File: config.mk
export PLATFORM = sky130hd
export DESIGN_NAME = pchbc_isqrt
export DESIGN_NICKNAME = d
export VERILOG_FILES = /design/src/hw/rtl/point_cloud_height_band_crop_top_defines.svh /design/src/hw/rtl/pchbc_pkg.sv /design/src/hw/rtl/pchbc_isqrt.sv
export SDC_FILE = /design/constraint.sdc
export NUM_CORES = 2
export LEC_CHECK = 0
export BUFFER_PORTS_ARGS = -buffer_cell sky130_fd_sc_hd__buf_2
export CAP_MARGIN = 0
export CORE_MARGIN = 4
export CORE_UTILIZATION = 55
export CTS_CLUSTER_DIAMETER = 30
export DETAILED_ROUTE_END_ITERATION = 10
export HOLD_SLACK_MARGIN = 0.1
export PLACE_DENSITY = 0.83
export SYNTH_ARGS = -nofsm -noshare
export SYNTH_HDL_FRONTEND = slang
export SYNTH_SLANG_ARGS = --single-unit
File: constraint.sdc
create_clock -name clk -period 12.3 [get_ports clk]
set_input_delay 1.23 -clock clk [delete_from_list [all_inputs] [get_ports clk]]
set_output_delay 1.23 -clock clk [all_outputs]
set_load 0.01 [all_outputs]
File: src/hw/rtl/point_cloud_height_band_crop_top_defines.svh
// Assertion macros for the crop filter RTL, used by pchbc_band.
`ifndef POINT_CLOUD_HEIGHT_BAND_CROP_TOP_DEFINES_SVH
`define POINT_CLOUD_HEIGHT_BAND_CROP_TOP_DEFINES_SVH
`ifndef SYNTHESIS
`define PCHBC_ASSERT(lbl, clk, rst, prop) \
  lbl: assert property (@(posedge clk) disable iff (rst) prop) \
    else $error("pchbc assertion failed");
`define PCHBC_NEVER(lbl, clk, rst, cond) \
  lbl: assert property (@(posedge clk) disable iff (rst) !(cond)) \
    else $error("pchbc forbidden condition");
`else
`define PCHBC_ASSERT(lbl, clk, rst, prop)
`define PCHBC_NEVER(lbl, clk, rst, cond)
`endif
`endif

File: src/hw/rtl/pchbc_pkg.sv
`timescale 1ns / 1ps
package pchbc_pkg;

  localparam int VOXEL_HALF_WIDTH = 10;
  localparam int VOXEL_MM = 1000;
  localparam int Q_FRAC_BITS = 12;

  localparam int COORD_W = 24;
  localparam int DIFF_W = 25;
  localparam int RAD_W = 52;
  localparam int ROOT_W = 26;
  localparam int REM_W = 29;
  localparam int SQRT_STAGES = ROOT_W / 2;
  localparam int MARGIN_W = 42;
  localparam int CMP_W = 45;

  localparam logic [23:0] MAX_RANGE_RST = 24'(VOXEL_MM * (VOXEL_HALF_WIDTH + 1));

  typedef enum logic [7:0] {
    REG_VEH_X     = 8'd0,
    REG_VEH_Y     = 8'd1,
    REG_VEH_Z     = 8'd2,
    REG_MIN_H     = 8'd3,
    REG_MAX_H     = 8'd4,
    REG_SLOPE     = 8'd5,
    REG_MAX_RANGE = 8'd6,
    REG_SCAN_AGE  = 8'd7
  } reg_idx_t;

  // Point data that rides along the pipeline.
  typedef struct packed {
    logic signed [COORD_W-1:0] x;
    logic signed [COORD_W-1:0] y;
    logic signed [COORD_W-1:0] z;
    logic signed [DIFF_W-1:0]  rz;
  } item_t;

  typedef struct packed {
    logic [REM_W-1:0]  rem;
    logic [ROOT_W-1:0] root;
  } sqrt_acc_t;

  // One digit of the restoring square root: brings in two radicand bits.
  function automatic sqrt_acc_t sqrt_step(sqrt_acc_t acc, logic [1:0] bits);
    logic [REM_W-1:0] r2;
    logic [REM_W-1:0] trial;
    sqrt_acc_t res;
    r2 = {acc.rem[REM_W-3:0], bits};
    trial = {1'b0, acc.root, 2'b01};
    if (r2 >= trial) begin
      res.rem = r2 - trial;
      res.root = {acc.root[ROOT_W-2:0], 1'b1};
    end else begin
      res.rem = r2;
      res.root = {acc.root[ROOT_W-2:0], 1'b0};
    end
    return res;
  endfunction

endpackage

File: src/hw/rtl/pchbc_isqrt.sv
`timescale 1ns / 1ps
// Pipelined integer square root, two result bits per stage.
module pchbc_isqrt (
  input  logic                          clk,
  input  logic                          rst,
  input  logic                          en,
  input  logic                          in_valid,
  input  logic [pchbc_pkg::RAD_W-1:0]   radicand,
  input  pchbc_pkg::item_t              in_item,
  output logic                          valid,
  output logic [pchbc_pkg::ROOT_W-1:0]  root,
  output pchbc_pkg::item_t              item
);

  localparam int NS = pchbc_pkg::SQRT_STAGES;

  logic [NS-1:0] v;
  logic [pchbc_pkg::RAD_W-1:0] rad [NS];
  pchbc_pkg::sqrt_acc_t acc [NS];
  pchbc_pkg::item_t it [NS];

  for (genvar s = 0; s < NS; s++) begin : g_stage
    logic vin;
    logic [pchbc_pkg::RAD_W-1:0] rin;
    pchbc_pkg::sqrt_acc_t ain, amid, anext;
    pchbc_pkg::item_t iin;

    if (s == 0) begin : g_first
      assign vin = in_valid;
      assign rin = radicand;
      assign ain = '0;
      assign iin = in_item;
    end else begin : g_rest
      assign vin = v[s-1];
      assign rin = rad[s-1];
      assign ain = acc[s-1];
      assign iin = it[s-1];
    end

    always_comb begin
      amid = pchbc_pkg::sqrt_step(ain, rin[pchbc_pkg::RAD_W-1 -: 2]);
      anext = pchbc_pkg::sqrt_step(amid, rin[pchbc_pkg::RAD_W-3 -: 2]);
    end

    always_ff @(posedge clk) begin
      if (rst) begin
        v[s] <= 1'b0;
      end else if (en) begin
        v[s] <= vin;
      end
      if (en) begin
        rad[s] <= {rin[pchbc_pkg::RAD_W-5:0], 4'b0000};
        acc[s] <= anext;
        it[s] <= iin;
      end
    end
  end

  assign valid = v[NS-1];
  assign root = acc[NS-1].root;
  assign item = it[NS-1];

endmodule

==> run summary <==
Status -> completed
Worst Skew -> 86.8 ps
DR vias -> 54,400
Startpoint types -> register
IO Port Bufs -> 276
Dpl cell area -> 94,700 µm²
Crit. path cell count -> 22
Setup CP Type -> register to register
#FFs+latches synth -> 2,076
Non-filler cells in the finished layout -> 9,490
Number of library cell types mapped by synthesis -> 96
Sequence of cells on the critical path -> inv_1 > ha_1 > nand4_1 > or3_1 > a2bb2oi_1 > a211oi_1 > or3_1 > clkinv_1 > o31ai_1 > ha_1 > a21o_1 > a21o_1 > a21o_1 > a311oi_1 > o21bai_1 > a31oi_1 > o21ai_0 > a31o_2 > nor4_4 > buf_4 > inv_1 > mux2_2
Critical Path Fanout Max -> 41
Top Ports -> 277
Maxcap violations -> 0
Hold path depth -> 0
Cell row count -> 148
Routed wire length -> 191 mm
RSZ-0062 raised after global routing -> false
Initial antenna violation count -> 3
Layout area overhead -> 18.3%
Deepest clock path buffer count -> 4
Pins Over Slew Limit -> 0
Crit path buf inv count -> 4
CTS Sinks -> 2,076
VDD IR max -> 192 µV
Cell count after synthesis -> 6,466
Worst path required time -> 12,910 ps
Most used cell, CP -> a21o_1
Data arrival time of the worst path -> 8600 ps
Leak pwr -> 40.6 nW
Vias in the first global route -> 54,800
Dpl hpwl -> 125 mm
Largest stage delay on the critical path -> 940 ps
Level count of the clock H-tree -> 5
Critical-path top delay cell -> clkinv_1
Detailed-route wire length per cell -> 20.1 µm
Max Fclk -> 125 MHz
Slew Limit Headroom -> 20.3%
Final Hold Viols -> 0
R2R depth -> 22
Critical Path End Type -> register
Number of synthesized flops with an enable pin -> 2,063
Clock transition at path regs -> 50 ps
CTS tree -> yes
Hold Buf Count CTS -> 0
Post-synthesis async set-or-reset flop share -> 0%
Number of remaining DRC errors -> 0
Mean Syn Cell Area -> 14.0 µm²
Cts bufs inserted -> 379
Root Buffer -> clkbuf_16
Clk_lat worst skew -> 920 ps
Warnings, synthesis -> 0
Final min period -> 8000 ps
First-pass GRT wire length -> 298 mm
Dpl ws -> 4350 ps
DP Cell Count -> 8,804
Fillers -> 11,300
GRT Resource Usage Total -> 21.6%
Die area -> 172,000 µm²
Core Area -> 164,000 µm²
Fin nets -> 7,537
Largest net degree at the start of global routing -> 206
Total Power -> 24.7 mW
Final setup fails -> 0
CTS resizes -> 0
1st-iter DRT viols -> 4,326
Top Family by Delay on Critical Path -> compound AO/OA/AOI/OAI gates
Die span in x -> 414 µm
Initial Util -> 55.5%
1st-pass router iterations -> 6
Die H -> 414 µm
Worst Slack Setup Final -> 4300 ps
Avg Vias per Cell -> 5.73
Layout cells sized above 1 -> 14.6%
Hold WC Path Type -> register to register
Fin crit share -> 65.0%
Setup TNS -> 0 ps
R2R setup slack -> 4300 ps
Pwr/cell area -> 230 nW/µm²
Slew @ Worst Pin -> 1190 ps
ANT nets after route -> 0
Post-Synthesis Cell Area -> 90,800 µm²
Final cell area excluding filler cells -> 107,000 µm²
Postcts setup bufs -> 0
Top FF cell, synth -> edfxtp_1
Sequential-to-total area share from yosys stat -> 68.5%
Last weighted congestion value of the routability-driven placer -> 0.976
Grt ovf -> 0
[path summary, 6_finish.rpt]
check,startpoint,to
max,acc[1][59]$_DFFE_PP_,acc[1][154]$_DFFE_PP_
min,rad[1][137]$_DFFE_PP_,rad[1][189]$_DFFE_PP_
max reg2reg,acc[1][59]$_DFFE_PP_,acc[1][154]$_DFFE_PP_
min reg2reg,rad[1][137]$_DFFE_PP_,rad[1][189]$_DFFE_PP_
[synthesized netlist by cell type (98+ instances only)]
cell type | n | area share, %
nand3_1 | 113 | 0.62
clkbuf_1 | 98 | 0.41
ha_1 | 374 | 5.2
a21oi_1 | 368 | 2.0
xnor2_1 | 302 | 2.9
nor2_1 | 399 | 1.6
o21ai_0 | 294 | 1.6
inv_1 | 325 | 1.3
nor3_1 | 115 | 0.63
a21o_1 | 161 | 1.3
edfxtp_1 | 2063 | 68
xor2_1 | 155 | 1.5
nand2_1 | 419 | 1.7
[worst register-to-register path, stage by stage (launching register included)]
cell	delay [ps]
edfxtp_1	400
inv_1	80
ha_1	370
nand4_1	170
or3_1	340
a2bb2oi_1	190
a211oi_1	340
or3_1	580
clkinv_1	950
o31ai_1	590
ha_1	370
a21o_1	190
a21o_1	170
a21o_1	200
a311oi_1	330
o21bai_1	130
a31oi_1	460
o21ai_0	300
a31o_2	360
nor4_4	210
buf_4	390
inv_1	280
mux2_2	320
[per-layer routing]
metal  wire length (µm)  GRT usage (%)
met2              97600           38.1
met5                  0              0
met1              76000           26.5
met4               7310           8.86
met3               9800           3.64
[registers in the layout (all words and copies together) (netlist names)]
| signal | flops |
|---|---|
| g_stage.vin | 12 |
| rad | 312 |
| it | 1261 |
| acc | 490 |
| valid | 1 |
[cell type report]
cell class,count,area (µm²),area share [%]
flip-flops and latches,2076,62200,57.9
diodes,1,2.50,0.00233
repair buffers,325,1830,1.70
well taps,2175,2720,2.53
inverters,331,1240,1.16
multi-input cells,3897,26700,24.8
clock inverters,256,2880,2.68
clock buffers,429,9890,9.21
[per-stage QoR]
step                util (%)  hold slack (ps)
floorplan                  -              400
global placement        57.9              400
detailed placement      57.9              405
CTS                     65.7              354
global route            65.7              349
finish                  65.7              355
[layout by cell type, fill, tap and decap left out, drive strengths merged, types with 46 or more instances in the layout]
cell type	n
nand2b	48
a21oi	368
mux2	52
o21ai	297
a21o	161
o21a	65
nor2b	53
nor3	117
xor2	155
nand3	113
clkinv	123
or3	63
and3	56
clkinvlp	46
nand2	420
nor2	400
nand4	76
edfxtp	2063
buf	325
xnor2	302
nor4	70
a31oi	48
clkbuf	429
ha	374
inv	373
[cells by family after synthesis]
kind of cell / synth area share [%]
flip-flops: 68.5
AND/OR/NAND/NOR: 9.04
AO/OA/AOI/OAI: 9.67
buffers and inverters: 2.22
XOR/XNOR: 4.41
adder cells (fa/ha/maj): 5.15
multiplexers: 1.02
other: 0.00413
[report_power, final]
part | internal (mW) | leakage [nW] | total, mW | switching (mW)
combinational | 2.12 | 14.3 | 5.22 | 3.10
sequential | 8.74 | 20.1 | 9.18 | 0.440
clock | 6.75 | 6.13 | 10.3 | 3.52
No activity file was read; power rests on OpenSTA's default activity.
