$ cat config.mk
export PLATFORM = sky130hd
export DESIGN_NAME = pchbc_front
export DESIGN_NICKNAME = d
export VERILOG_FILES = /design/src/hw/rtl/point_cloud_height_band_crop_top_defines.svh /design/src/hw/rtl/pchbc_pkg.sv /design/src/hw/rtl/pchbc_front.sv
export SDC_FILE = /design/constraint.sdc
export NUM_CORES = 2
export LEC_CHECK = 0
export ABC_AREA = 0
export BUFFER_PORTS_ARGS = -buffer_cell sky130_fd_sc_hd__buf_2
export CORE_ASPECT_RATIO = 2
export CORE_MARGIN = 3
export CORE_UTILIZATION = 40
export DETAILED_ROUTE_END_ITERATION = 8
export GPL_ROUTABILITY_DRIVEN = 0
export PLACE_DENSITY = 0.67
export SLEW_MARGIN = 30
export SYNTH_ARGS = -nofsm -noshare
export SYNTH_HDL_FRONTEND = slang
export SYNTH_SLANG_ARGS = --single-unit
export TNS_END_PERCENT = 1
$ cat constraint.sdc
create_clock -name clk -period 8.2 [get_ports clk]
set_clock_uncertainty 0.15 [all_clocks]
set_input_delay 0.41 -clock clk [delete_from_list [all_inputs] [get_ports clk]]
set_output_delay 0.41 -clock clk [all_outputs]
set_load 0.05 [all_outputs]
$ cat src/hw/rtl/point_cloud_height_band_crop_top_defines.svh
// Assertion macros for the crop filter RTL, used by pchbc_band.
`ifndef POINT_CLOUD_HEIGHT_BAND_CROP_TOP_DEFINES_SVH
`define POINT_CLOUD_HEIGHT_BAND_CROP_TOP_DEFINES_SVH
`ifndef SYNTHESIS
`define PCHBC_ASSERT(lbl, clk, rst, prop) \
  lbl: assert property (@(posedge clk) disable iff (rst) prop) \
    else $error("pchbc assertion failed");
`define PCHBC_NEVER(lbl, clk, rst, cond) \
  lbl: assert property (@(posedge clk) disable iff (rst) !(cond)) \
    else $error("pchbc forbidden condition");
`else
`define PCHBC_ASSERT(lbl, clk, rst, prop)
`define PCHBC_NEVER(lbl, clk, rst, cond)
`endif
`endif

$ cat src/hw/rtl/pchbc_pkg.sv
`timescale 1ns / 1ps
package pchbc_pkg;

  localparam int VOXEL_HALF_WIDTH = 10;
  localparam int VOXEL_MM = 1000;
  localparam int Q_FRAC_BITS = 12;

  localparam int COORD_W = 24;
  localparam int DIFF_W = 25;
  localparam int RAD_W = 52;
  localparam int ROOT_W = 26;
  localparam int REM_W = 29;
  localparam int SQRT_STAGES = ROOT_W / 2;
  localparam int MARGIN_W = 42;
  localparam int CMP_W = 45;

  localparam logic [23:0] MAX_RANGE_RST = 24'(VOXEL_MM * (VOXEL_HALF_WIDTH + 1));

  typedef enum logic [7:0] {
    REG_VEH_X     = 8'd0,
    REG_VEH_Y     = 8'd1,
    REG_VEH_Z     = 8'd2,
    REG_MIN_H     = 8'd3,
    REG_MAX_H     = 8'd4,
    REG_SLOPE     = 8'd5,
    REG_MAX_RANGE = 8'd6,
    REG_SCAN_AGE  = 8'd7
  } reg_idx_t;

  // Point data that rides along the pipeline.
  typedef struct packed {
    logic signed [COORD_W-1:0] x;
    logic signed [COORD_W-1:0] y;
    logic signed [COORD_W-1:0] z;
    logic signed [DIFF_W-1:0]  rz;
  } item_t;

  typedef struct packed {
    logic [REM_W-1:0]  rem;
    logic [ROOT_W-1:0] root;
  } sqrt_acc_t;

  // One digit of the restoring square root: brings in two radicand bits.
  function automatic sqrt_acc_t sqrt_step(sqrt_acc_t acc, logic [1:0] bits);
    logic [REM_W-1:0] r2;
    logic [REM_W-1:0] trial;
    sqrt_acc_t res;
    r2 = {acc.rem[REM_W-3:0], bits};
    trial = {1'b0, acc.root, 2'b01};
    if (r2 >= trial) begin
      res.rem = r2 - trial;
      res.root = {acc.root[ROOT_W-2:0], 1'b1};
    end else begin
      res.rem = r2;
      res.root = {acc.root[ROOT_W-2:0], 1'b0};
    end
    return res;
  endfunction

endpackage

$ cat src/hw/rtl/pchbc_front.sv
`timescale 1ns / 1ps
// Offsets from the vehicle, their squares, then the sum of squares.
module pchbc_front (
  input  logic                                 clk,
  input  logic                                 rst,
  input  logic                                 en,
  input  logic                                 in_valid,
  input  logic signed [pchbc_pkg::COORD_W-1:0] px,
  input  logic signed [pchbc_pkg::COORD_W-1:0] py,
  input  logic signed [pchbc_pkg::COORD_W-1:0] pz,
  input  logic signed [pchbc_pkg::COORD_W-1:0] vx,
  input  logic signed [pchbc_pkg::COORD_W-1:0] vy,
  input  logic signed [pchbc_pkg::COORD_W-1:0] vz,
  output logic                                 valid,
  output logic [pchbc_pkg::RAD_W-1:0]          radicand,
  output pchbc_pkg::item_t                     item
);

  logic signed [pchbc_pkg::DIFF_W-1:0] dx, dy;
  logic [pchbc_pkg::COORD_W-1:0] adx, ady;
  logic [2*pchbc_pkg::COORD_W-1:0] sqx, sqy;
  logic v1, v2;
  pchbc_pkg::item_t it1, it2;
  pchbc_pkg::item_t it0;

  always_comb begin
    it0.x = px;
    it0.y = py;
    it0.z = pz;
    it0.rz = pchbc_pkg::DIFF_W'(pz) - pchbc_pkg::DIFF_W'(vz);
  end

  always_ff @(posedge clk) begin
    if (rst) begin
      v1 <= 1'b0;
      v2 <= 1'b0;
      valid <= 1'b0;
    end else if (en) begin
      v1 <= in_valid;
      v2 <= v1;
      valid <= v2;
    end
    if (en) begin
      dx <= pchbc_pkg::DIFF_W'(px) - pchbc_pkg::DIFF_W'(vx);
      dy <= pchbc_pkg::DIFF_W'(py) - pchbc_pkg::DIFF_W'(vy);
      it1 <= it0;
      sqx <= adx * adx;
      sqy <= ady * ady;
      it2 <= it1;
      radicand <= pchbc_pkg::RAD_W'(sqx) + pchbc_pkg::RAD_W'(sqy);
      item <= it2;
    end
  end

  // Magnitudes stay below 2^24, so 24 bits hold them.
  assign adx = dx[pchbc_pkg::DIFF_W-1] ? pchbc_pkg::COORD_W'(-dx) : dx[pchbc_pkg::COORD_W-1:0];
  assign ady = dy[pchbc_pkg::DIFF_W-1] ? pchbc_pkg::COORD_W'(-dy) : dy[pchbc_pkg::COORD_W-1:0];

endmodule

==> metrics.txt <==
status finished, violations left; failing checks negative setup slack; global-route wire length before repair ~230000 µm; Slew @ Worst Pin 0.9884 ns; post-route cell area between 0.06 and 0.07 mm²; vias in the first global route between 40000 and 50000; Final Instance Count excl. Fillers roughly 7600; Hold Fails Final Rpt 0; most area-consuming cells after synthesis fa_1 32%, edfxtp_1 28%, ha_1 11%, inv_1 8.9%, nand2_1 2.9%; worst slack at placement -0.5324 ns; TritonCTS clock tree built; Tmin final between 8 and 9 ns; Synth Area in XOR/XNOR approximately 4.2%; Compound-Gate Fraction of Synth Area roughly 7%; placed insts approximately 7400; critical path arrival ~9 ns; RSZ-0062 raised after global routing true; Fmax 0.1170 GHz; CP delay by family, top adder cells; area delta synth->final 21.24%; share of the synthesized area in the top cell type between 30% and 40%; total number of vias between 30000 and 40000; fin crit share 104.2%; ys flop type edfxtp_1; Initial DRC Count between 1500 and 2000; largest family of logic cells by synthesized area adder cells; syn avg cell area approximately 11 µm²; GRT Resource Usage Total 22.28%; crit-path most repeated cell fa_1; Adder-Cell Fraction of Synth Area a little over two fifths; Crit Path Class flip-flop to flip-flop; CTS root buf clkbuf_16; Max Root-Sink Buffers 3; CP max FO 3; GRT Residual Overflow 0; DR WL/cell 19.58 µm; slowest stage delay, CP 0.59 ns; number of synthesis warnings 0; Synth cell types 84; register bit count reported by yosys 487; htree depth 2; routed vias/inst slightly above 5; antenna violations before repair 3; DRC viols 0; Final Slew Violations 0; Slowest cell on crit path fa_1; clock-pin slew on the worst setup and hold paths about 0.070 ns; Buf/Inv on CP 7; Final WS setup -0.3451 ns; largest net degree at the start of global routing around 160; clk sinks between 400 and 500; final setup fails 30; synthesized cell area between 0.05 and 0.06 mm²; MaxCap Viol Count 0; Die ar. approximately 0.14 mm²; Gate Count Post-Synth approximately 5000; Required @ worst endpoint 8.46 ns; Ports roughly 300; clock insertion delay at the later pin of the skew report around 0.66 ns; Post-synth EDFFs a little under 500; Die Y approximately 520 µm; port bufs about 300; share of layout cells above drive strength 1 a little under a fifth; floorplan core area roughly 0.13 mm²; asr flop ratio synth 0%; Initial Utilization approximately 40%; total routed wirelength approximately 150000 µm; Hold WC Path Type input port to flip-flop; simple logic cell fraction of the synthesized area approximately 8%; row cnt 187; placed cell areas about 0.061 mm²; first-pass iteration count of the detailed router 5; DP Wirelength approximately 120000 µm; Worst slew margin approximately a third; total CTS buffers 50; sequential cell area fraction in the yosys report between 20 and 30%; critical path endpoint category flip-flop; Layout Nets 7342; startpoint type of the worst setup path flip-flop; multiplexer area fraction after synthesis less than 1%; die width 262.6 µm; cell taking the most area after synthesis fa_1; ANT nets after route 0
## per-stage QoR
| step | TNS, ns | util (%) | hold slack (ns) |
|---|---|---|---|
| 6_report | -4.778 | 49.01 | 0.09348 |
| 2_1_floorplan | -0.1936 | - | 0.2503 |
| 3_5_place_dp | -10.15 | 46.63 | 0.2545 |
| 3_3_place_gp | -7.848 | 46.63 | 0.2507 |
| 4_1_cts | -4.836 | 48.85 | 0.03410 |
| 5_1_grt | -17.76 | 49.01 | 0.06429 |
## area by class of cell
type,instances,area (µm²)
fill,11669,66450
inverter,1268,4771
clock buffer,58,1303
tap,1701,2128
sequential,487,14590
multi-input combinational,3102,33500
timing repair buffer,976,7137
antenna,3,7.507
clock inverter,33,431.7
## cell usage in the layout, fill, tap and decap left out, drive strengths merged, types with 24 or more instances in the layout
| master | instances |
|---|---|
| a21o | 95 |
| a21oi | 163 |
| a31oi | 27 |
| buf | 899 |
| clkbuf | 58 |
| dlygate4sd3 | 77 |
| edfxtp | 484 |
| fa | 849 |
| ha | 460 |
| inv | 1268 |
| nand2 | 403 |
| nand2b | 24 |
| nand3 | 40 |
| nor2 | 371 |
| nor2b | 31 |
| nor3 | 24 |
| o21a | 27 |
| o21ai | 85 |
| o21bai | 25 |
| xnor2 | 164 |
| xor2 | 81 |
## final timing paths
kind                              start  endpoint  slack (ns)  cells after the start
worst max-delay path              dx[2]   sqx[39]       -0.35                     30
worst min-delay path              vz[1]    it1[1]        0.09                      3
worst max register to register    dx[2]   sqx[39]       -0.35                     30
worst min register to register  it2[14]  item[14]        0.26                      0
## cell families (layout without fill, tap and decap cells)
kind of cell | after synthesis | after routing
buf+inv | 1368 | 2335
fa+ha+maj | 1309 | 1309
simple gates | 988 | 988
compound gates | 551 | 551
flops | 487 | 487
xor+xnor | 245 | 245
mux | 6 | 6
other cells | 1 | 6
## cell usage after synthesis, types with 17 or more instances
library cell and count:
clkbuf_1 90, nor2b_1 31, nand2b_1 24, nor3_1 24, fa_1 849, o31ai_1 17, o21bai_1 25, xor2_1 81
o21a_1 27, nand3_1 40, and3_1 21, ha_1 460, nand4_1 23, inv_1 1248, a21oi_1 161, o21ai_0 70
a21o_1 95, xnor2_1 160, a31oi_1 25, edfxtp_1 484, nand2_1 403, nor2_1 370
## per-layer routing
| layer | global-route usage, % | share of wire [%] |
|---|---|---|
| met1 | 20.88 | 31 |
| met5 | 0 | 0 |
| met3 | 3.404 | 5.0 |
| met4 | 16.80 | 9.3 |
| met2 | 42.82 | 55 |
## flip-flops by register name, indices dropped and copies added, names as in the netlist
signal,cells
radicand,49
it2,97
sqx,47
dy,25
v1,1
it1,97
dx,25
item,97
valid,1
v2,1
sqy,47
## tightest hold or removal path: cells and delay by family
family,cells,cell delay (ns)
buf+inv,2,0.15
fa+ha+maj,1,0.15
## repair_timing
item | 4_1_cts | 5_1_grt
hold endpoints to repair | 78 | 0
pin swaps | 21 | 16
buffers inserted | 11 | 4
cloned | 0 | 0
gates resized for setup | 66 | 35
hold buffers | 77 | 0
endpoints found under the setup margin | 37 | 53
Power is not shown: default switching activity piles up to over one toggle a cycle in this logic, so the estimate is an artifact.
