<file path="src/hw/rtl/point_cloud_height_band_crop_top_defines.svh">
// Assertion macros for the crop filter RTL, used by pchbc_band.
`ifndef POINT_CLOUD_HEIGHT_BAND_CROP_TOP_DEFINES_SVH
`define POINT_CLOUD_HEIGHT_BAND_CROP_TOP_DEFINES_SVH
`ifndef SYNTHESIS
`define PCHBC_ASSERT(lbl, clk, rst, prop) \
  lbl: assert property (@(posedge clk) disable iff (rst) prop) \
    else $error("pchbc assertion failed");
`define PCHBC_NEVER(lbl, clk, rst, cond) \
  lbl: assert property (@(posedge clk) disable iff (rst) !(cond)) \
    else $error("pchbc forbidden condition");
`else
`define PCHBC_ASSERT(lbl, clk, rst, prop)
`define PCHBC_NEVER(lbl, clk, rst, cond)
`endif
`endif

</file>
<file path="src/hw/rtl/pchbc_pkg.sv">
`timescale 1ns / 1ps
package pchbc_pkg;

  localparam int VOXEL_HALF_WIDTH = 10;
  localparam int VOXEL_MM = 1000;
  localparam int Q_FRAC_BITS = 12;

  localparam int COORD_W = 24;
  localparam int DIFF_W = 25;
  localparam int RAD_W = 52;
  localparam int ROOT_W = 26;
  localparam int REM_W = 29;
  localparam int SQRT_STAGES = ROOT_W / 2;
  localparam int MARGIN_W = 42;
  localparam int CMP_W = 45;

  localparam logic [23:0] MAX_RANGE_RST = 24'(VOXEL_MM * (VOXEL_HALF_WIDTH + 1));

  typedef enum logic [7:0] {
    REG_VEH_X     = 8'd0,
    REG_VEH_Y     = 8'd1,
    REG_VEH_Z     = 8'd2,
    REG_MIN_H     = 8'd3,
    REG_MAX_H     = 8'd4,
    REG_SLOPE     = 8'd5,
    REG_MAX_RANGE = 8'd6,
    REG_SCAN_AGE  = 8'd7
  } reg_idx_t;

  // Point data that rides along the pipeline.
  typedef struct packed {
    logic signed [COORD_W-1:0] x;
    logic signed [COORD_W-1:0] y;
    logic signed [COORD_W-1:0] z;
    logic signed [DIFF_W-1:0]  rz;
  } item_t;

  typedef struct packed {
    logic [REM_W-1:0]  rem;
    logic [ROOT_W-1:0] root;
  } sqrt_acc_t;

  // One digit of the restoring square root: brings in two radicand bits.
  function automatic sqrt_acc_t sqrt_step(sqrt_acc_t acc, logic [1:0] bits);
    logic [REM_W-1:0] r2;
    logic [REM_W-1:0] trial;
    sqrt_acc_t res;
    r2 = {acc.rem[REM_W-3:0], bits};
    trial = {1'b0, acc.root, 2'b01};
    if (r2 >= trial) begin
      res.rem = r2 - trial;
      res.root = {acc.root[ROOT_W-2:0], 1'b1};
    end else begin
      res.rem = r2;
      res.root = {acc.root[ROOT_W-2:0], 1'b0};
    end
    return res;
  endfunction

endpackage

</file>
<file path="src/hw/rtl/pchbc_band.sv">
`timescale 1ns / 1ps
`include "point_cloud_height_band_crop_top_defines.svh"
// Range test, slope margin, height band test and the output register.
module pchbc_band (
  input  logic                                 clk,
  input  logic                                 rst,
  input  logic                                 en,
  input  logic                                 in_valid,
  input  logic [pchbc_pkg::ROOT_W-1:0]         radius,
  input  pchbc_pkg::item_t                     in_item,
  input  logic signed [pchbc_pkg::COORD_W-1:0] min_height,
  input  logic signed [pchbc_pkg::COORD_W-1:0] max_height,
  input  logic [15:0]                          slope_ratio,
  input  logic [pchbc_pkg::COORD_W-1:0]        range_limit,
  input  logic [31:0]                          scan_age,
  output logic                                 out_valid,
  output logic signed [pchbc_pkg::COORD_W-1:0] kept_x,
  output logic signed [pchbc_pkg::COORD_W-1:0] kept_y,
  output logic signed [pchbc_pkg::COORD_W-1:0] kept_z,
  output logic [31:0]                          time_stamp
);

  localparam int CW = pchbc_pkg::CMP_W;

  logic va, vb, range_ok;
  logic [pchbc_pkg::ROOT_W-1:0] da;
  logic [pchbc_pkg::MARGIN_W-1:0] margin;
  pchbc_pkg::item_t ita, itb;
  logic signed [CW-1:0] rz_q, lo_q, hi_q;
  logic pass_b;

  always_ff @(posedge clk) begin
    if (rst) begin
      va <= 1'b0;
      vb <= 1'b0;
      out_valid <= 1'b0;
    end else if (en) begin
      va <= in_valid;
      vb <= va;
      out_valid <= vb && pass_b;
    end
    if (en) begin
      da <= radius;
      ita <= in_item;
      range_ok <= da < pchbc_pkg::ROOT_W'(range_limit);
      margin <= pchbc_pkg::MARGIN_W'(slope_ratio) * pchbc_pkg::MARGIN_W'(da);
      itb <= ita;
      kept_x <= itb.x;
      kept_y <= itb.y;
      kept_z <= itb.z;
      time_stamp <= scan_age;
    end
  end

  always_comb begin
    rz_q = CW'(itb.rz) <<< pchbc_pkg::Q_FRAC_BITS;
    lo_q = (CW'(min_height) <<< pchbc_pkg::Q_FRAC_BITS) - CW'(margin);
    hi_q = (CW'(max_height) <<< pchbc_pkg::Q_FRAC_BITS) + CW'(margin);
    pass_b = range_ok && (rz_q > lo_q) && (rz_q < hi_q);
  end

  `PCHBC_ASSERT(a_drop, clk, rst, en && vb && !pass_b |=> !out_valid)
  `PCHBC_ASSERT(a_keep, clk, rst, en && vb && pass_b |=> out_valid)
  `PCHBC_ASSERT(a_hold, clk, rst, !en |=> $stable(out_valid) && $stable(kept_x))
  `PCHBC_NEVER(a_far, clk, rst, out_valid && $past(en) && $past(!range_ok))

endmodule

</file>
<file path="config.mk">
export PLATFORM = sky130hd
export DESIGN_NAME = pchbc_band
export DESIGN_NICKNAME = d
export VERILOG_FILES = /design/src/hw/rtl/pchbc_pkg.sv /design/src/hw/rtl/pchbc_band.sv
export VERILOG_INCLUDE_DIRS = /design/src /design/src/hw/rtl
export SDC_FILE = /design/constraint.sdc
export NUM_CORES = 1
export LEC_CHECK = 0
export BUFFER_PORTS_ARGS = -buffer_cell sky130_fd_sc_hd__buf_2
export CAP_MARGIN = 20
export CORE_MARGIN = 10
export CORE_UTILIZATION = 45
export DETAILED_ROUTE_END_ITERATION = 6
export MAX_ROUTING_LAYER = met4
export PLACE_DENSITY = 0.6
export SETUP_SLACK_MARGIN = 0.05
export SLEW_MARGIN = 40
export SYNTH_ARGS = -nofsm -noshare
export SYNTH_HDL_FRONTEND = slang
export SYNTH_SLANG_ARGS = --single-unit
</file>
<file path="constraint.sdc">
create_clock -name clk -period 9.7 [get_ports clk]
set_clock_uncertainty 0.05 [all_clocks]
set_input_delay 1.455 -clock clk [delete_from_list [all_inputs] [get_ports clk]]
set_output_delay 1.455 -clock clk [all_outputs]
set_load 0.03 [all_outputs]
</file>
==> reports/metrics.cfg, run 1 <==
[cells_and_area]
syn_to_final_growth_pct = 13.5
drive_gt1_share_pct = 14.7
mostFrequentLayoutCells = 458 x inv_1, 367 x edfxtp_1, 350 x buf_2
final_util_pct = 51.5
regArea_sq_um = 11100
nets = 3730
num-fill-cells = 5758
final_common_cell = inv_1
multiInputGateArea_sq_um = 16100

[yosys]
synth_fp_nets = 3400
synth_xor_xnor_area_share_pct = 2.67
synth.distinct_cells = 63
seq_area_frac_synth_pct = 38.0
yosys-mux-area-fraction_pct = 0.103
synth_top_family_by_area = adder cells
dominantRegCellSynth = edfxtp_1
synth_warnings = 0
synth_area_sq_um = 29100
synthCells = 2555
synthArstFlopShare_pct = 0
synth_compound_area_share_pct = 7.33
synth_adder_area_share_pct = 34.3
synth_edf_count = 367
ys_ff_latch = 370
syn_avg_cell_area_sq_um = 11.4
yosys.area_share.simple_pct = 10.8

[setup_path]
path_max_fanout = 26
cp-start-kind = primary input
endpoint_kind = flop
crit_arrival_ns = 8.04
critPathKind = in -> reg
cp.required_ns = 9.97
reg2reg_slack_ns = 2.42

[floorplanning]
die_w_um = 274
rows = 93
core-area_sq_um = 64200
initial_core_util_pct = 45.4
die_h_um = 274
ios = 352
die_area_sq_um = 75300

[clocking]
cts_made_buffers = 41
cts.root.buffer_cell = clkbuf_16
ctsHoldBuffers = 0
cts.path.max_buffers = 3
clk_latency_ns = 0.58
cts_tree = built
cts_htree_levels = 2
cts_resized = 0
clkTransAtPathRegs_ns = 0.06
cts_setup_buffers = 0
numClockSinks = 370

[route]
wl_met1_um = 29000
postRouteAntennaNets = 0
wire_per_inst_um = 19.2
drt-pass1-iter-count = 5
top_layer_used = met4
met2_length_um = 38300
drc = 0
num_vias = 19300
drt-initial-drc-count = 1203
wirelength_um = 72400
vias_per_cell = 5.11
wl_met3_um = 3700

[sta]
rsz0062_at_grt = false
slew_headroom_pct = 44.2
setup_viol = 0
timing.hold.ws_ns = 0.341
fin_tns_setup_ns = 0
slew_viol_final = 0
max_freq_mhz = 129
tightestPinTransition_ns = 0.837
fin_ws_ns = 1.94
fin_crit_sh_pct = 80.0
period_needed_ns = 7.76
hold_viol = 0

[grt]
grt_pass1_vias = 20600
grt_max_degree = 115
grt_pass1_wl_um = 114000
grt_remaining_overflow = 0
antenna_found_initial = 5
grt_util_all_layers_pct = 19.8

[placement]
place_ws_ns = 1.38
io_buffers = 351
place.detailed.hpwl_um = 57600
gp_congestion = 0.883

[outcome]
outcome = finished clean

[run]
drv_cap = 0

[hold_path]
hold_path.class = reg -> reg

## metrics by stage
stage          cell area [sq um]  cells
2_1_floorplan              29100   2555
3_3_place_gp               31800   3696
3_5_place_dp               31800   3697
4_1_cts                    33100   3770
5_1_grt                    33100   3773
6_report                   33100   3774
## synthesized netlist by cell type, types with 6 or more instances
master	n	area, sq um
a211oi_1	10	75.1
a21o_1	55	413
a21oi_1	104	521
a31oi_1	6	37.5
and2_1	183	1140
and3_1	7	43.8
clkbuf_1	68	255
edfxtp_1	367	11000
fa_1	335	6710
ha_1	263	3290
inv_1	458	1720
nand2_1	303	1140
nand2b_1	10	62.6
nand3_1	23	115
nand4_1	21	131
nor2_1	45	169
nor2b_1	12	75.1
nor3_1	15	75.1
o211ai_1	7	52.6
o21a_1	19	143
o21ai_0	47	235
o21bai_1	19	143
o31ai_1	9	67.6
or3_1	6	37.5
xnor2_1	55	482
xor2_1	34	298
## logic make-up after synthesis
group / after synthesis
AO/OA/AOI/OAI: 325
adder cells (fa/ha/maj): 598
AND/OR/NAND/NOR: 643
XOR/XNOR: 89
buffers and inverters: 527
multiplexers: 3
flip-flops: 370
## worst paths after layout
check | depth (start not counted) | start | endpoint
max | 21 | slope_ratio[12] | margin[39]
min | 0 | ita[11] | itb[11]
max reg2reg | 21 | da[11] | margin[39]
min reg2reg | 0 | ita[11] | itb[11]
## per-layer routing
metal / track usage (%) / vias up
li1: - / 9065
met2: 34.8 / 467
met5: - / -
met4: 4.68 / 0
met1: 23.9 / 9653
met3: 2.52 / 85
## worst max-delay path, cell delays in order
cell	delay (ns)
buf_2	0.49
nand2_1	0.17
fa_1	0.58
inv_1	0.05
fa_1	0.47
fa_1	0.52
fa_1	0.53
fa_1	0.55
inv_1	0.06
fa_1	0.53
inv_1	0.04
ha_1	0.38
nand4_1	0.16
or2_2	0.32
nor3_1	0.17
a211oi_1	0.15
nand4_1	0.19
o21ai_0	0.24
a221oi_1	0.64
o31ai_1	0.16
a21boi_0	0.15
## sequential cells by signal, summed over array words and instances, names as in the netlist
signal and count:
va 1, kept_y 24, time_stamp 32, margin 42
itb 97, kept_x 24, out_valid 1, da 26
kept_z 24, range_ok 1, vb 1, ita 97
## cell type report
class	count	area share (%)
clock buffer	44	3.13
tap	855	3.23
timing repair buffer	356	5.56
sequential	370	33.5
clock inverter	29	0.741
multi-input combinational	1658	48.6
antenna	4	0.0303
inverter	458	5.20
Power of run 1 is not shown: default switching activity piles up to over one toggle a cycle in this logic, so the estimate is an artifact.
==> run 2, diff against run 1 <==
--- a/config.mk
+++ b/config.mk
@@ -6,6 +6,7 @@
 export SDC_FILE = /design/constraint.sdc
 export NUM_CORES = 1
 export LEC_CHECK = 0
+export ABC_AREA = 1
 export BUFFER_PORTS_ARGS = -buffer_cell sky130_fd_sc_hd__buf_2
 export CAP_MARGIN = 20
 export CORE_MARGIN = 10
==> constraint.sdc (replaced) <==
create_clock -name clk -period 8.05 [get_ports clk]
set_clock_uncertainty 0.05 [all_clocks]
set_input_delay 1.2075 -clock clk [delete_from_list [all_inputs] [get_ports clk]]
set_output_delay 1.2075 -clock clk [all_outputs]
set_load 0.03 [all_outputs]
==> run 2 against run 1 <==
  * Register-to-register slack worse by 0.81 ns
  * Hold slack worse by 0.011 ns
  * Synthesized area is 8.0% higher
  * Final cell count is 23% higher
==> reports/metrics.cfg, run 2 <==
[outcome]
outcome = finished clean

[route]
wire_per_inst_um = 19.2
drt-initial-drc-count = 1659
vias_per_cell = 4.97
wirelength_um = 89100
drc = 0
postRouteAntennaNets = 0
num_vias = 23000
drt-pass1-iter-count = 5

[sta]
rsz0062_at_grt = false
slew_headroom_pct = 41.6
max_freq_mhz = 151
fin_crit_sh_pct = 82.2
hold_viol = 0
fin_tns_setup_ns = 0
timing.hold.ws_ns = 0.330
slew_viol_final = 0
tightestPinTransition_ns = 0.876
period_needed_ns = 6.61
setup_viol = 0

[yosys]
synthTopCellsByArea = edfxtp_1 35%, fa_1 21%, ha_1 10%
yosysMostFrequentCell = inv_1
synth_edf_count = 367
synth.distinct_cells = 46
synth_fp_nets = 4196
synthCells = 3351
synth_area_sq_um = 31500
ys_ff_latch = 370
yosys.area.top_type = edfxtp_1
synthArstFlopShare_pct = 0
seq_area_frac_synth_pct = 35.2
synthTopCellsByCount = 770 x inv_1, 754 x nand2_1, 367 x edfxtp_1, 335 x fa_1, 263 x ha_1
synth_top_area_share_pct = 35.0
synth_warnings = 0
dominantRegCellSynth = edfxtp_1
syn_avg_cell_area_sq_um = 9.40

[clocking]
cts_made_buffers = 43
cts_resized = 0
numClockSinks = 370
cts.path.max_buffers = 3
cts_tree = built
cts_htree_levels = 2
clkTransAtPathRegs_ns = 0.07
cts_setup_buffers = 0
ctsHoldBuffers = 0
cts.root.buffer_cell = clkbuf_16
clk_latency_ns = 0.60

[setup_path]
cpMaxStageDelayCell = fa_1
critPathKind = in -> reg
cp-start-kind = primary input
cp.required_ns = 8.37
crit_chain = buf_2 -> nand2_1 -> fa_1 -> inv_1 -> fa_1 -> inv_1 -> fa_1 -> inv_1 -> fa_1 -> fa_1 -> inv_1 -> fa_1 -> inv_1 -> ha_1 -> a21o_2 -> a21oi_1 -> nand2_1 -> nand2_1 -> nand2_2 -> nand3_1 -> nand2_1 -> xor2_1
worst_path_most_repeated_cell = fa_1
crit_arrival_ns = 6.93
cpPeakStageDelay_ns = 0.57
endpoint_kind = flop
path_max_fanout = 26

[floorplanning]
rows = 96
initial_core_util_pct = 45.7
die_area_sq_um = 81000
die_w_um = 285
ios = 352
core-area_sq_um = 68900
die_h_um = 285

[cells_and_area]
final_util_pct = 51.7
syn_to_final_growth_pct = 13.3
drive_gt1_share_pct = 12.8
mostFrequentLayoutCells = 770 x inv_1, 754 x nand2_1, 367 x edfxtp_1
nets = 4509
final_common_cell = inv_1
top_regs = ita: 97 flops, itb: 97 flops, margin: 42 flops

[grt]
grt_remaining_overflow = 0
grt_pass1_wl_um = 137000
grt_max_degree = 164
grt_pass1_vias = 23500
antenna_found_initial = 7
grt_util_all_layers_pct = 22.5

[placement]
io_buffers = 351
gp_congestion = 0.991
place.detailed.hpwl_um = 73300

[run]
drv_cap = 0

[hold_path]
hold_path.class = reg -> reg

==> run 2: layout make-up <==
type	count	area [sq um]
Antenna cell	7	17.5
Clock buffer	51	1110
Clock inverter	28	283
Fill cell	6545	33300
Inverter	771	2890
Multi-Input combinational cell	2110	17100
Sequential cell	370	11100
Tap cell	931	1160
Timing Repair Buffer	368	1980
==> run 2: worst paths after layout <==
| kind | start | to | slack, ns | cells after the start |
|---|---|---|---|---|
| worst max-delay path | slope_ratio[9] | margin[35] | 1.44 | 22 |
| worst min-delay path | ita[38] | itb[38] | 0.33 | 0 |
| worst max register to register | da[5] | margin[35] | 1.61 | 21 |
| worst min register to register | ita[38] | itb[38] | 0.33 | 0 |
==> run 2: cells by family (layout without fill, tap and decap cells) <==
| kind of cell | count (synthesis) | in the layout | synth area share [%] |
|---|---|---|---|
| AND/OR/NAND/NOR | 1102 | 1102 | 14.2 |
| AO/OA/AOI/OAI | 314 | 314 | 5.78 |
| buffers and inverters | 871 | 1218 | 10.4 |
| adder cells (fa/ha/maj) | 598 | 598 | 31.7 |
| other | 0 | 7 | 0 |
| flip-flops | 370 | 370 | 35.2 |
| XOR/XNOR | 96 | 96 | 2.67 |
==> run 2: per-layer routing <==
layer / GRT usage, % / wire length (um) / up-vias
met5: - / 0 / -
met4: 6.47 / 2290 / 0
met3: 2.70 / 4450 / 91
met2: 37.8 / 44300 / 627
met1: 28.4 / 38100 / 11300
li1: - / - / 11100
==> run 2: worst max-delay path: cells and delay by family <==
kind                       cells  cell delay, ns
adders and majority gates      7            3.50
buffers and inverters          6            0.72
AOI/OAI and AO/OA              2            0.54
xor gates and xnor gates       1            0.28
and+or+nand+nor                6            0.62
==> run 2: metrics by stage <==
stage	setup WS, ns	area [sq um]	instances
4_1_cts	1.43	35500	4619
2_1_floorplan	1.40	31500	3351
3_5_place_dp	0.820	34100	4540
5_1_grt	1.04	35700	4635
6_report	1.44	35700	4636
3_3_place_gp	0.884	34100	4539
Power of run 2 is left out for the same reason.
